File: src/design/bgd_pkg.sv
// Shared types and constants for the button gesture detector.
`timescale 1ns / 1ps

package bgd_pkg;

  localparam int TIMER_BITS_DEF = 16;
  localparam int CFG_W          = 16;

  localparam logic             PRESS_LOW_RST  = 1'b1;
  localparam logic [CFG_W-1:0] DEBOUNCE_RST   = 16'd50;
  localparam logic [CFG_W-1:0] LONG_RST       = 16'd1000;
  localparam logic [CFG_W-1:0] DOUBLE_GAP_RST = 16'd300;

  typedef enum logic [1:0] {
    CFG_PRESS_LOW  = 2'd0,
    CFG_DEBOUNCE   = 2'd1,
    CFG_LONG       = 2'd2,
    CFG_DOUBLE_GAP = 2'd3
  } cfg_idx_t;

  typedef enum logic [1:0] {
    G_SHORT   = 2'd0,
    G_LONG    = 2'd1,
    G_DOUBLE  = 2'd2,
    G_RELEASE = 2'd3
  } gesture_t;

  // Timer verdicts for the tick being processed.
  typedef struct packed {
    logic edge_ok;   // accepted edge after debounce
    logic pressed;   // the accepted edge is a press
    logic long_due;  // counter has reached the long press time
    logic gap_due;   // counter has reached the double press gap
  } tick_info_t;

  typedef struct packed {
    logic     valid;
    gesture_t code;
  } gesture_res_t;

endpackage

File: src/design/bgd_timer.sv
// Elapsed counter, edge detection, debounce and timeout compares.
`timescale 1ns / 1ps

module bgd_timer import bgd_pkg::*; #(
  parameter int TIMER_BITS = TIMER_BITS_DEF
) (
  input  logic             clk,
  input  logic             rst_n,
  input  logic             advance,
  input  logic             pin_level,
  input  logic             press_low,
  input  logic [CFG_W-1:0] settle_ticks,
  input  logic [CFG_W-1:0] long_ms,
  input  logic [CFG_W-1:0] gap_ticks,
  output tick_info_t       info
);

  localparam int W = (TIMER_BITS > CFG_W) ? TIMER_BITS : CFG_W;
  localparam logic [TIMER_BITS-1:0] CNT_MAX = {TIMER_BITS{1'b1}};

  logic [TIMER_BITS-1:0] elapsed_r, elapsed_nxt, elapsed_inc;
  logic                  prev_level_r;
  logic                  saturated;
  logic                  level_edge;
  logic                  deb_ok;

  // Compare against a threshold clamped to the counter range. A threshold
  // beyond the range behaves as the maximum, reached only when saturated.
  function automatic logic reached(input logic [TIMER_BITS-1:0] cnt,
                                   input logic [CFG_W-1:0] thr);
    logic [W-1:0] cnt_ext, thr_ext, max_ext;
    cnt_ext = W'(cnt);
    thr_ext = W'(thr);
    max_ext = W'(CNT_MAX);
    return (thr_ext > max_ext) ? (cnt == CNT_MAX) : (cnt_ext >= thr_ext);
  endfunction

  always_comb begin
    saturated   = (elapsed_r == CNT_MAX);
    elapsed_inc = saturated ? elapsed_r : elapsed_r + 1'b1;
    level_edge  = (pin_level != prev_level_r);
    deb_ok      = reached(elapsed_inc, settle_ticks);

    info.edge_ok  = level_edge && deb_ok;
    info.pressed  = ((pin_level == 1'b0) == press_low);
    info.long_due = reached(elapsed_inc, long_ms);
    info.gap_due  = reached(elapsed_inc, gap_ticks);

    elapsed_nxt = info.edge_ok ? '0 : elapsed_inc;
  end

  always_ff @(posedge clk) begin
    if (!rst_n) begin
      elapsed_r    <= '0;
      prev_level_r <= 1'b1;
    end else if (advance) begin
      elapsed_r    <= elapsed_nxt;
      prev_level_r <= pin_level;
    end
  end

endmodule

File: src/design/bgd_fsm.sv
// Gesture state machine: turns accepted edges and timeouts into gestures.
`timescale 1ns / 1ps

module bgd_fsm import bgd_pkg::*; (
  input  logic         clk,
  input  logic         rst_n,
  input  logic         advance,
  input  tick_info_t   info,
  output gesture_res_t res
);

  typedef enum logic [4:0] {
    ST_IDLE     = 5'b00001,
    ST_DOWN     = 5'b00010,
    ST_WAIT_2ND = 5'b00100,
    ST_HELD     = 5'b01000,
    ST_DONE     = 5'b10000
  } state_t;

  state_t state_r, state_nxt;

  always_comb begin
    state_nxt = state_r;
    res.valid = 1'b0;
    res.code  = G_SHORT;
    if (info.edge_ok) begin
      case (state_r)
        ST_DOWN: begin
          if (!info.pressed) state_nxt = ST_WAIT_2ND;
        end
        ST_WAIT_2ND: begin
          if (info.pressed) begin
            state_nxt = ST_DONE;
            res.valid = 1'b1;
            res.code  = G_DOUBLE;
          end
        end
        ST_HELD: begin
          if (!info.pressed) begin
            state_nxt = ST_IDLE;
            res.valid = 1'b1;
            res.code  = G_RELEASE;
          end
        end
        ST_DONE: begin
          if (!info.pressed) state_nxt = ST_IDLE;
        end
        default: begin
          // Idle, and any unreachable code, which behaves as idle.
          state_nxt = info.pressed ? ST_DOWN : ST_IDLE;
        end
      endcase
    end else begin
      case (state_r)
        ST_DOWN: begin
          if (info.long_due) begin
            state_nxt = ST_HELD;
            res.valid = 1'b1;
            res.code  = G_LONG;
          end
        end
        ST_WAIT_2ND: begin
          if (info.gap_due) begin
            state_nxt = ST_IDLE;
            res.valid = 1'b1;
            res.code  = G_SHORT;
          end
        end
        ST_HELD, ST_DONE: state_nxt = state_r;
        default:          state_nxt = ST_IDLE;
      endcase
    end
  end

  always_ff @(posedge clk) begin
    if (!rst_n) begin
      state_r <= ST_IDLE;
    end else if (advance) begin
      state_r <= state_nxt;
    end
  end

endmodule

File: src/design/button_gesture_detector_top.sv
// Top level of the button gesture detector: ports, item and result registers.
`timescale 1ns / 1ps

//  Channel | Direction | Handshake              | Payload
//  --------+-----------+------------------------+--------------------------------
//  in_     | input     | in_valid / in_stall    | in_pin_level (1 bit, one tick)
//  out_    | output    | out_valid / out_stall  | out_gesture_code (2 bits)
//  cfg_    | input     | cfg_valid / cfg_ready  | cfg_index (2), cfg_data (16)
//
// Each beat on the input is one millisecond tick. It is captured in an item
// register; once the result register is free or draining, the timer and state
// machine process it in a single pass and load the result register; one tick
// per cycle is sustained while the output does not stall.
// Reset (rst_n low, synchronous) restores the registers to their defaults,
// the state machine to idle, the counter to zero and the last level to one.
// A stalled result holds the item register, which then stalls the input;
// ticks that produce no gesture are held too, so order is always kept.
// Configuration writes are always ready and must only occur while idle.

module button_gesture_detector_top import bgd_pkg::*; #(
  parameter int TIMER_BITS = TIMER_BITS_DEF
) (
  input  logic             clk,
  input  logic             rst_n,
  input  logic             in_valid,
  output logic             in_stall,
  input  logic             in_pin_level,
  output logic             out_valid,
  input  logic             out_stall,
  output logic [1:0]       out_gesture_code,
  input  logic             cfg_valid,
  output logic             cfg_ready,
  input  logic [1:0]       cfg_index,
  input  logic [CFG_W-1:0] cfg_data
);

  // Configuration registers.
  logic             press_low_r;
  logic [CFG_W-1:0] debounce_r, long_r, double_gap_r;

  // Item register holding the tick under processing.
  logic s1_valid_r;
  logic s1_pin_r;

  // Result register.
  logic     out_valid_r;
  gesture_t out_code_r;

  logic         fire;
  tick_info_t   info;
  gesture_res_t res;

  assign cfg_ready = 1'b1;

  always_ff @(posedge clk) begin
    if (!rst_n) begin
      press_low_r  <= PRESS_LOW_RST;
      debounce_r   <= DEBOUNCE_RST;
      long_r       <= LONG_RST;
      double_gap_r <= DOUBLE_GAP_RST;
    end else if (cfg_valid && cfg_ready) begin
      case (cfg_idx_t'(cfg_index))
        CFG_PRESS_LOW:  press_low_r  <= cfg_data[0];
        CFG_DEBOUNCE:   debounce_r   <= cfg_data;
        CFG_LONG:       long_r       <= cfg_data;
        CFG_DOUBLE_GAP: double_gap_r <= cfg_data;
        default:        ;
      endcase
    end
  end

  // The held tick is processed when the result register is free or is being
  // drained this cycle.
  assign fire     = s1_valid_r && (!out_valid_r || !out_stall);
  assign in_stall = s1_valid_r && !fire;

  always_ff @(posedge clk) begin
    if (!rst_n) begin
      s1_valid_r <= 1'b0;
    end else if (!in_stall) begin
      s1_valid_r <= in_valid;
    end
  end

  always_ff @(posedge clk) begin
    if (in_valid && !in_stall) begin
      s1_pin_r <= in_pin_level;
    end
  end

  bgd_timer #(
    .TIMER_BITS (TIMER_BITS)
  ) u_timer (
    .clk          (clk),
    .rst_n        (rst_n),
    .advance      (fire),
    .pin_level    (s1_pin_r),
    .press_low    (press_low_r),
    .settle_ticks (debounce_r),
    .long_ms      (long_r),
    .gap_ticks    (double_gap_r),
    .info         (info)
  );

  bgd_fsm u_fsm (
    .clk     (clk),
    .rst_n   (rst_n),
    .advance (fire),
    .info    (info),
    .res     (res)
  );

  always_ff @(posedge clk) begin
    if (!rst_n) begin
      out_valid_r <= 1'b0;
    end else if (fire) begin
      out_valid_r <= res.valid;
    end else if (!out_stall) begin
      out_valid_r <= 1'b0;
    end
  end

  always_ff @(posedge clk) begin
    if (fire && res.valid) begin
      out_code_r <= res.code;
    end
  end

  assign out_valid        = out_valid_r;
  assign out_gesture_code = out_code_r;

  // The input is only held back when a tick is waiting in the item register.
  a_stall_needs_item: assert property (@(posedge clk) disable iff (!rst_n)
    in_stall |-> s1_valid_r)
    else $error("input stalled with no tick held");

  // A held tick never overtakes a result that is still stalled.
  a_no_overtake: assert property (@(posedge clk) disable iff (!rst_n)
    (out_valid_r && out_stall && s1_valid_r) |-> in_stall)
    else $error("tick processed while a result was stalled");

  // A gesture produced by a processed tick shows up as a result beat.
  a_result_lands: assert property (@(posedge clk) disable iff (!rst_n)
    (fire && res.valid) |=> out_valid_r)
    else $error("gesture lost on its way to the result register");

endmodule

File: config.mk
export PLATFORM = sky130hd
export DESIGN_NAME = button_gesture_detector_top
export DESIGN_NICKNAME = d
export VERILOG_FILES = /design/src/design/bgd_pkg.sv /design/src/design/bgd_timer.sv /design/src/design/bgd_fsm.sv /design/src/design/button_gesture_detector_top.sv
export SDC_FILE = /design/constraint.sdc
export NUM_CORES = 1
export LEC_CHECK = 0
export ABC_AREA = 0
export BUFFER_PORTS_ARGS = -buffer_cell sky130_fd_sc_hd__buf_4
export CORE_ASPECT_RATIO = 0.75
export CORE_MARGIN = 3
export CORE_UTILIZATION = 30
export DETAILED_ROUTE_END_ITERATION = 8
export PLACE_DENSITY = 0.49
export SYNTH_ARGS = -nofsm -noshare
export SYNTH_HDL_FRONTEND = slang
export SYNTH_SLANG_ARGS = --single-unit
File: constraint.sdc
create_clock -name clk -period 5.3 [get_ports clk]
set_input_delay 0 -clock clk [delete_from_list [all_inputs] [get_ports clk]]
set_output_delay 0 -clock clk [all_outputs]
set_load 0.01 [all_outputs]
After elaboration in Yosys (flattened, before gate mapping)
Index checks and enable logic that the tools add are counted.

storage, ports and cells
  output and inout bits = 5
  input port bits = 24
  logic and storage cells = 77
  flip-flop bits (word level) = 76

cells by class
  multiplexer cells = 23
  $lt $le $gt $ge = 6
  bitwise gates (word level) = 1
  add/subtract/negate cells = 1
  eq/ne operators = 18
  reductions and logical operators = 17

operators by type and width
  kind                                                  count
  greater-or-equal comparator 16 bit                    3
  > comparator 16 bit (second input constant)           3
  equality test 16 bit (second input constant)          2
  2-to-1 mux 16 bit                                     2
  2-to-1 mux 5 bit                                      6
  case mux 5 bit (3 select lines)                       2
  adder 16 x 1 -> 16 bit (second input constant)        1
  2-to-1 mux 3 bit                                      5
  case mux 3 bit (2 select lines)                       2
  != test 3 bit (second input constant)                 3
  AND reduction 2 bit                                   4
  AND reduction 7 bit                                   1
  equality test 5 x 2 -> 1 bit (second input constant)  1
  equality test 5 x 3 -> 1 bit (second input constant)  1
  equality test 5 x 4 -> 1 bit (second input constant)  1
  equality test 5 bit (second input constant)           1
  logical AND 1 bit                                     5
  2-to-1 mux 1 bit                                      5
  equality test 2 bit (second input constant)           2
  logical NOT 1 bit                                     4
  != test 2 x 1 -> 1 bit (second input constant)        2
  != test 3 x 2 -> 1 bit (second input constant)        1
  equality test 2 x 1 -> 1 bit (second input constant)  1
  logical NOT 2 bit                                     1
  7 further kinds                                       7

Logic depth before layout (Yosys ltp)
  depth in word-level cells = 8
  depth in mapped cells = 16
  gate-level depth less buffers = 15

Hierarchy
From an unflattened synthesis, not the netlist that was laid out.

unflattened totals
  cells, all modules = 563
  area total of the unflattened synthesis = 4868.4 um^2

modules (own cells, without submodules)
  module                       area each (um^2)  instances  cells an instance  seq. area each (um^2)
  bgd_timer                    2233.4            1          296                340.3
  button_gesture_detector_top  2135.8            1          208                1111.1
  bgd_fsm                      499.2             1          59                 100.1

Worst setup path after synthesis
Ideal clock, no wire load.

  kind = register -> register
  from = reg u_timer.elapsed_r[0]
  to = reg u_fsm.state_r[0]
  required time = 5.179 ns
  buffers on the path = 0
  stages on the path, launching flop included = 16
  setup time = 0.121 ns
  arrival time = 3.810 ns
  path slack = 1.369 ns
  period minus slack after synthesis = 3.931 ns
  cells stage by stage = dfxtp_1 -> ha_1 -> nand3_1 -> nor3_2 -> nand3_1 -> nand3_1 -> nor3_1 -> xor2_1 -> ha_1 -> nand4_1 -> or3_1 -> o32ai_2 -> o31a_4 -> o21ai_2 -> a221oi_4 -> mux2_4

on the way
  longest elaborated chain between the ends = 7
  elaborated cells between the ends (all ways) = 18
  those cells by class = add/sub: 1; order compare: 3; eq/ne: 7; mux: 5; reduce/logical: 2

ends and longest elaborated chain
  item                                                                        RTL line                          source
  start, declared                                                             bgd_timer.sv:21                   logic [TIMER_BITS-1:0] elapsed_r, elapsed_nxt, elapsed_inc;
  start signal, assigned                                                      bgd_timer.sv:57                   elapsed_r <= elapsed_nxt;
  adder 16 x 1 -> 16 bit or equality test 16 bit (tied branches)              bgd_timer.sv:40, bgd_timer.sv:39
  2-to-1 mux 16 bit *                                                         bgd_timer.sv:40                   elapsed_inc = saturated ? elapsed_r : elapsed_r + 1'b1;
  greater-or-equal comparator 16 bit or equality test 16 bit (tied branches)  bgd_timer.sv:35                   return (thr_ext > max_ext) ? (cnt == CNT_MAX) : (cnt_ext >= thr_ext);
  2-to-1 mux 1 bit                                                            bgd_timer.sv:35
  logical AND 1 bit                                                           bgd_timer.sv:44                   info.edge_ok = level_edge && deb_ok;
  != test 3 x 2 -> 1 bit (no source line), or another cell as far along       --
  AND reduction 7 bit (no source line)                                        --
  end signal, assigned                                                        bgd_fsm.sv:79                     state_r <= state_nxt;
  end, declared                                                               bgd_fsm.sv:20                     state_t state_r, state_nxt;

Mark *: on every way between the ends. The rest lies on a longest branch, timed or not.
A chain may end at the register's enable or synchronous reset.

Worst setup path in the final report
  from = reg u_timer.elapsed_r[0]
  to = reg u_timer.elapsed_r[10]

on the way
  longest elaborated chain between the ends = 6
  elaborated cells between the ends (all ways) = 8
  those cells by class = add/sub: 1; order compare: 1; eq/ne: 2; mux: 3; reduce/logical: 1

ends and longest elaborated chain
  item                                                                        RTL line                          source
  adder 16 x 1 -> 16 bit or equality test 16 bit (tied branches)              bgd_timer.sv:40, bgd_timer.sv:39
  2-to-1 mux 16 bit *                                                         bgd_timer.sv:40
  greater-or-equal comparator 16 bit or equality test 16 bit (tied branches)  bgd_timer.sv:35
  2-to-1 mux 1 bit                                                            bgd_timer.sv:35
  logical AND 1 bit                                                           bgd_timer.sv:44
  2-to-1 mux 16 bit *                                                         bgd_timer.sv:49                   elapsed_nxt = info.edge_ok ? '0 : elapsed_inc;

Marked as above.

==> out/qor.csv <==
stage,metric,value,unit
clock_tree,TritonCTS clock tree,yes,
grt,vias in the first global route,3989,
hold_path,hold worst-path end,press_low_r,
hold_path,hold path start,cfg_index[0],
hold_path,Hold Crit Depth,4,
die,I/O pins,29,
route,vias per cell,4.89,
finish,synth-to-layout area growth,18.5,%
critical_path,worst reg2reg path startpoint,u_timer.elapsed_r[0],
finish,Inserted Diodes,0,
sta,final setup fails,0,
synthesis,Async SR Flop Fraction,0,
pwr,Max VDD drop,0.127,mV
clock_tree,CTS buffer count,9,
route,final wirelength,12100,um
placement,count of input and output buffers,27,
clock_tree,postcts setup bufs,0,
sta,worst-margin pin slew,0.905,ns
die,Die Width,149,um
critical_path,CP startpoint kind,flop,
synthesis,sequential fraction of the synthesis area,0.339,
clock_tree,root buffer cell,clkbuf_16,
synthesis,unique cell type count in the Yosys netlist,62,
synthesis,syn avg cell area,8.21,um^2
sta,Rel. slew slack,0.397,
clock_tree,clock transition at the registers of the reported paths,0.06,ns
finish,"commonest non-fill, non-tap cell in the layout",nand2_1,
clock_tree,clock insertion delay at the later pin of the skew report,0.34,ns
pwr,cell area power density,244,mW/mm^2
synthesis,Cells after Synth,558,
hold_path,Hold Path Class,in2reg,
synthesis,Syn Std Cell Area,0.00458,mm^2
die,initial core utilization,0.312,
synthesis,Yosys warnings,0,
synthesis,dominant synthesized flop cell,dfxtp_1,
sta,unrepaired setup endpoints after global routing,false,
run,Max Cap Viol,0,
sta,f_max,206,MHz
critical_path,Setup Crit Path Kind,reg2reg,
route,via count,3904,
finish,number of nets in the layout,666,
route,DRT iter0 DRCs,214,
sta,Setup Skew,0.00730,ns
critical_path,worst reg2reg path endpoint,u_timer.elapsed_r[10],
sta,Final Critical Period,4.86,ns
route,drt first pass iters,4,
placement,Post-DP HPWL,9090,um
critical_path,FF-to-FF setup slack,0.44,ns
critical_path,r2r worst-path depth,15,
clock_tree,Clock Path Buffers,2,
die,core area,0.0147,mm^2
grt,largest net degree at the start of global routing,86,
synthesis,area share of the largest cell type after synthesis,0.319,
sta,Final Hold Fails,0,
finish,layout cells sized above 1,0.0920,
clock_tree,H-Tree Level Count,3,
critical_path,Crit. Startpoint,u_timer.elapsed_r[0],
route,Routed Antenna Nets,0,
synthesis,synth top area cells,"dfxtp_1 32%, ha_1 13%, nand2_1 8.9%, a21boi_0 6.4%, inv_1 4.2%",
critical_path,Worst EP required,5.58,ns
synthesis,Synth Net Count,631,
critical_path,CP arrival,5.14,ns
pwr,total power,0.00132,W
synthesis,Seq cells post-synth,76,
grt,Total Routing Usage GR,0.152,
synthesis,"area leader, netlist",dfxtp_1,
die,FP Rows,38,
synthesis,"EDFF count, synth",3,
critical_path,Crit. End Element,flop,
grt,initial antenna violation count,0,
run_status,status,"complete, no violations",
critical_path,Worst Path Max Fanout,15,
sta,Slew Limit Fails,0,
finish,Layout Utilization,0.370,
route,drt wl/cell,15.2,um
grt,first-pass GRT wire length,20600,um
grt,GRT overflow,0,
placement,global placement routability congestion,0.845,
die,Die Y-Extent,113,um
finish,most frequent cells in the layout,"109 x nand2_1, 73 x dfxtp_1, 51 x inv_1",
sta,setup TNS,0,ns
route,detailed-route DRC error count,0,
die,die area,0.0168,mm^2
pwr,leak pwr,2.22,nW
sta,Final Cycle Share,0.917,
clock_tree,Sink Count,76,
[flip-flops by register name (all words and copies together), names as in the netlist]
name / flops
debounce_r: 16
double_gap_r: 16
long_r: 16
out_gesture_code: 2
out_valid: 1
press_low_r: 1
s1_pin_r: 1
s1_valid_r: 1
u_fsm.state_r: 5
u_timer.elapsed_r: 16
u_timer.prev_level_r: 1
[routing by layer]
layer	wire, um	part of all wire	global-route usage	up-vias
met5	0	0	0	-
met4	183	0.015	0.0505	0
met3	452	0.037	0.0308	15
met2	5300	0.44	0.230	55
met1	6170	0.51	0.217	1811
li1	-	-	-	2023
[cell usage after synthesis (all sizes together) (3+ instances only)]
cell type / number
a211o: 3
a211oi: 3
a21boi: 39
a21o: 4
a21oi: 17
a22oi: 4
a31o: 3
a31oi: 4
and3: 6
buf: 4
clkbuf: 20
dfxtp: 73
edfxtp: 3
ha: 49
inv: 51
mux2i: 6
nand2: 109
nand2b: 5
nand3: 23
nand4: 12
nor2: 21
nor2b: 6
nor3: 6
nor4: 3
o211ai: 13
o21a: 6
o21ai: 14
o31ai: 3
xnor2: 10
xor2: 4
[area by class of cell]
type                            instances  area, um^2
Timing Repair Buffer                   48         408
Sequential cell                        76        1550
Inverter                               51         191
Fill cell                            1494        9260
Clock inverter                          5        52.6
Tap cell                              200         250
Clock buffer                           11         233
Multi-Input combinational cell        407        2740
[worst max-delay path by stage]
stage | end | cells after the start | slack, ns
after global placement | u_timer.elapsed_r[10] | 15 | 0.79
after detailed placement | u_timer.elapsed_r[8] | 15 | 0.60
after CTS | u_timer.elapsed_r[10] | 15 | 0.55
after global routing | u_timer.elapsed_r[10] | 15 | 0.06
final | u_timer.elapsed_r[10] | 15 | 0.44
after floorplan | u_fsm.state_r[0] | 15 | 1.37
[logic make-up (layout without fill, tap and decap cells)]
group,Yosys count,in the layout,share of synthesized area
AOI/OAI and AO/OA,128,128,0.208
buffers and inverters,75,115,0.0628
xor gates and xnor gates,14,14,0.0268
adders and majority gates,49,49,0.134
DFF,76,76,0.339
muxes,8,8,0.0188
other,1,1,0.000818
and+or+nand+nor,207,207,0.211
[power by group]
part / leakage [nW] / internal [W] / switching, W
Sequential: 0.626 / 0.000591 / 0.00000822
Clock: 0.139 / 0.000362 / 0.000238
Combinational: 1.46 / 0.0000544 / 0.0000710
[critical path, cell delays in order, from the launching register on]
cell and delay [ns]:
dfxtp_1 0.43, ha_1 0.27, nand3_1 0.12, nor3_2 0.39, nand3_1 0.43, nand3_1 0.32, nor2_1 0.08, xnor2_1 0.34
ha_1 0.31, and2_0 0.15, a221o_1 0.33, o2bb2ai_1 0.19, o31a_4 0.44, nor2_1 0.61, and4b_1 0.29, a31o_2 0.10
[per-stage QoR]
step	instances	hold WS, ns	setup WS [ns]	cell area (um^2)
6_report	798	0.0771	0.439	5430
5_1_grt	798	0.0945	0.0623	5430
4_1_cts	798	0.0755	0.547	5430
3_5_place_dp	763	0.180	0.601	4950
3_3_place_gp	763	0.179	0.788	4950
2_1_floorplan	558	0.0989	1.37	4580
[repair_timing]
item / CTS / global route
hold buffers: 19 / 0
endpoints found under the hold margin: 52 / 0
resized for setup: 0 / 0
No activity file was read; power rests on OpenSTA's default activity.
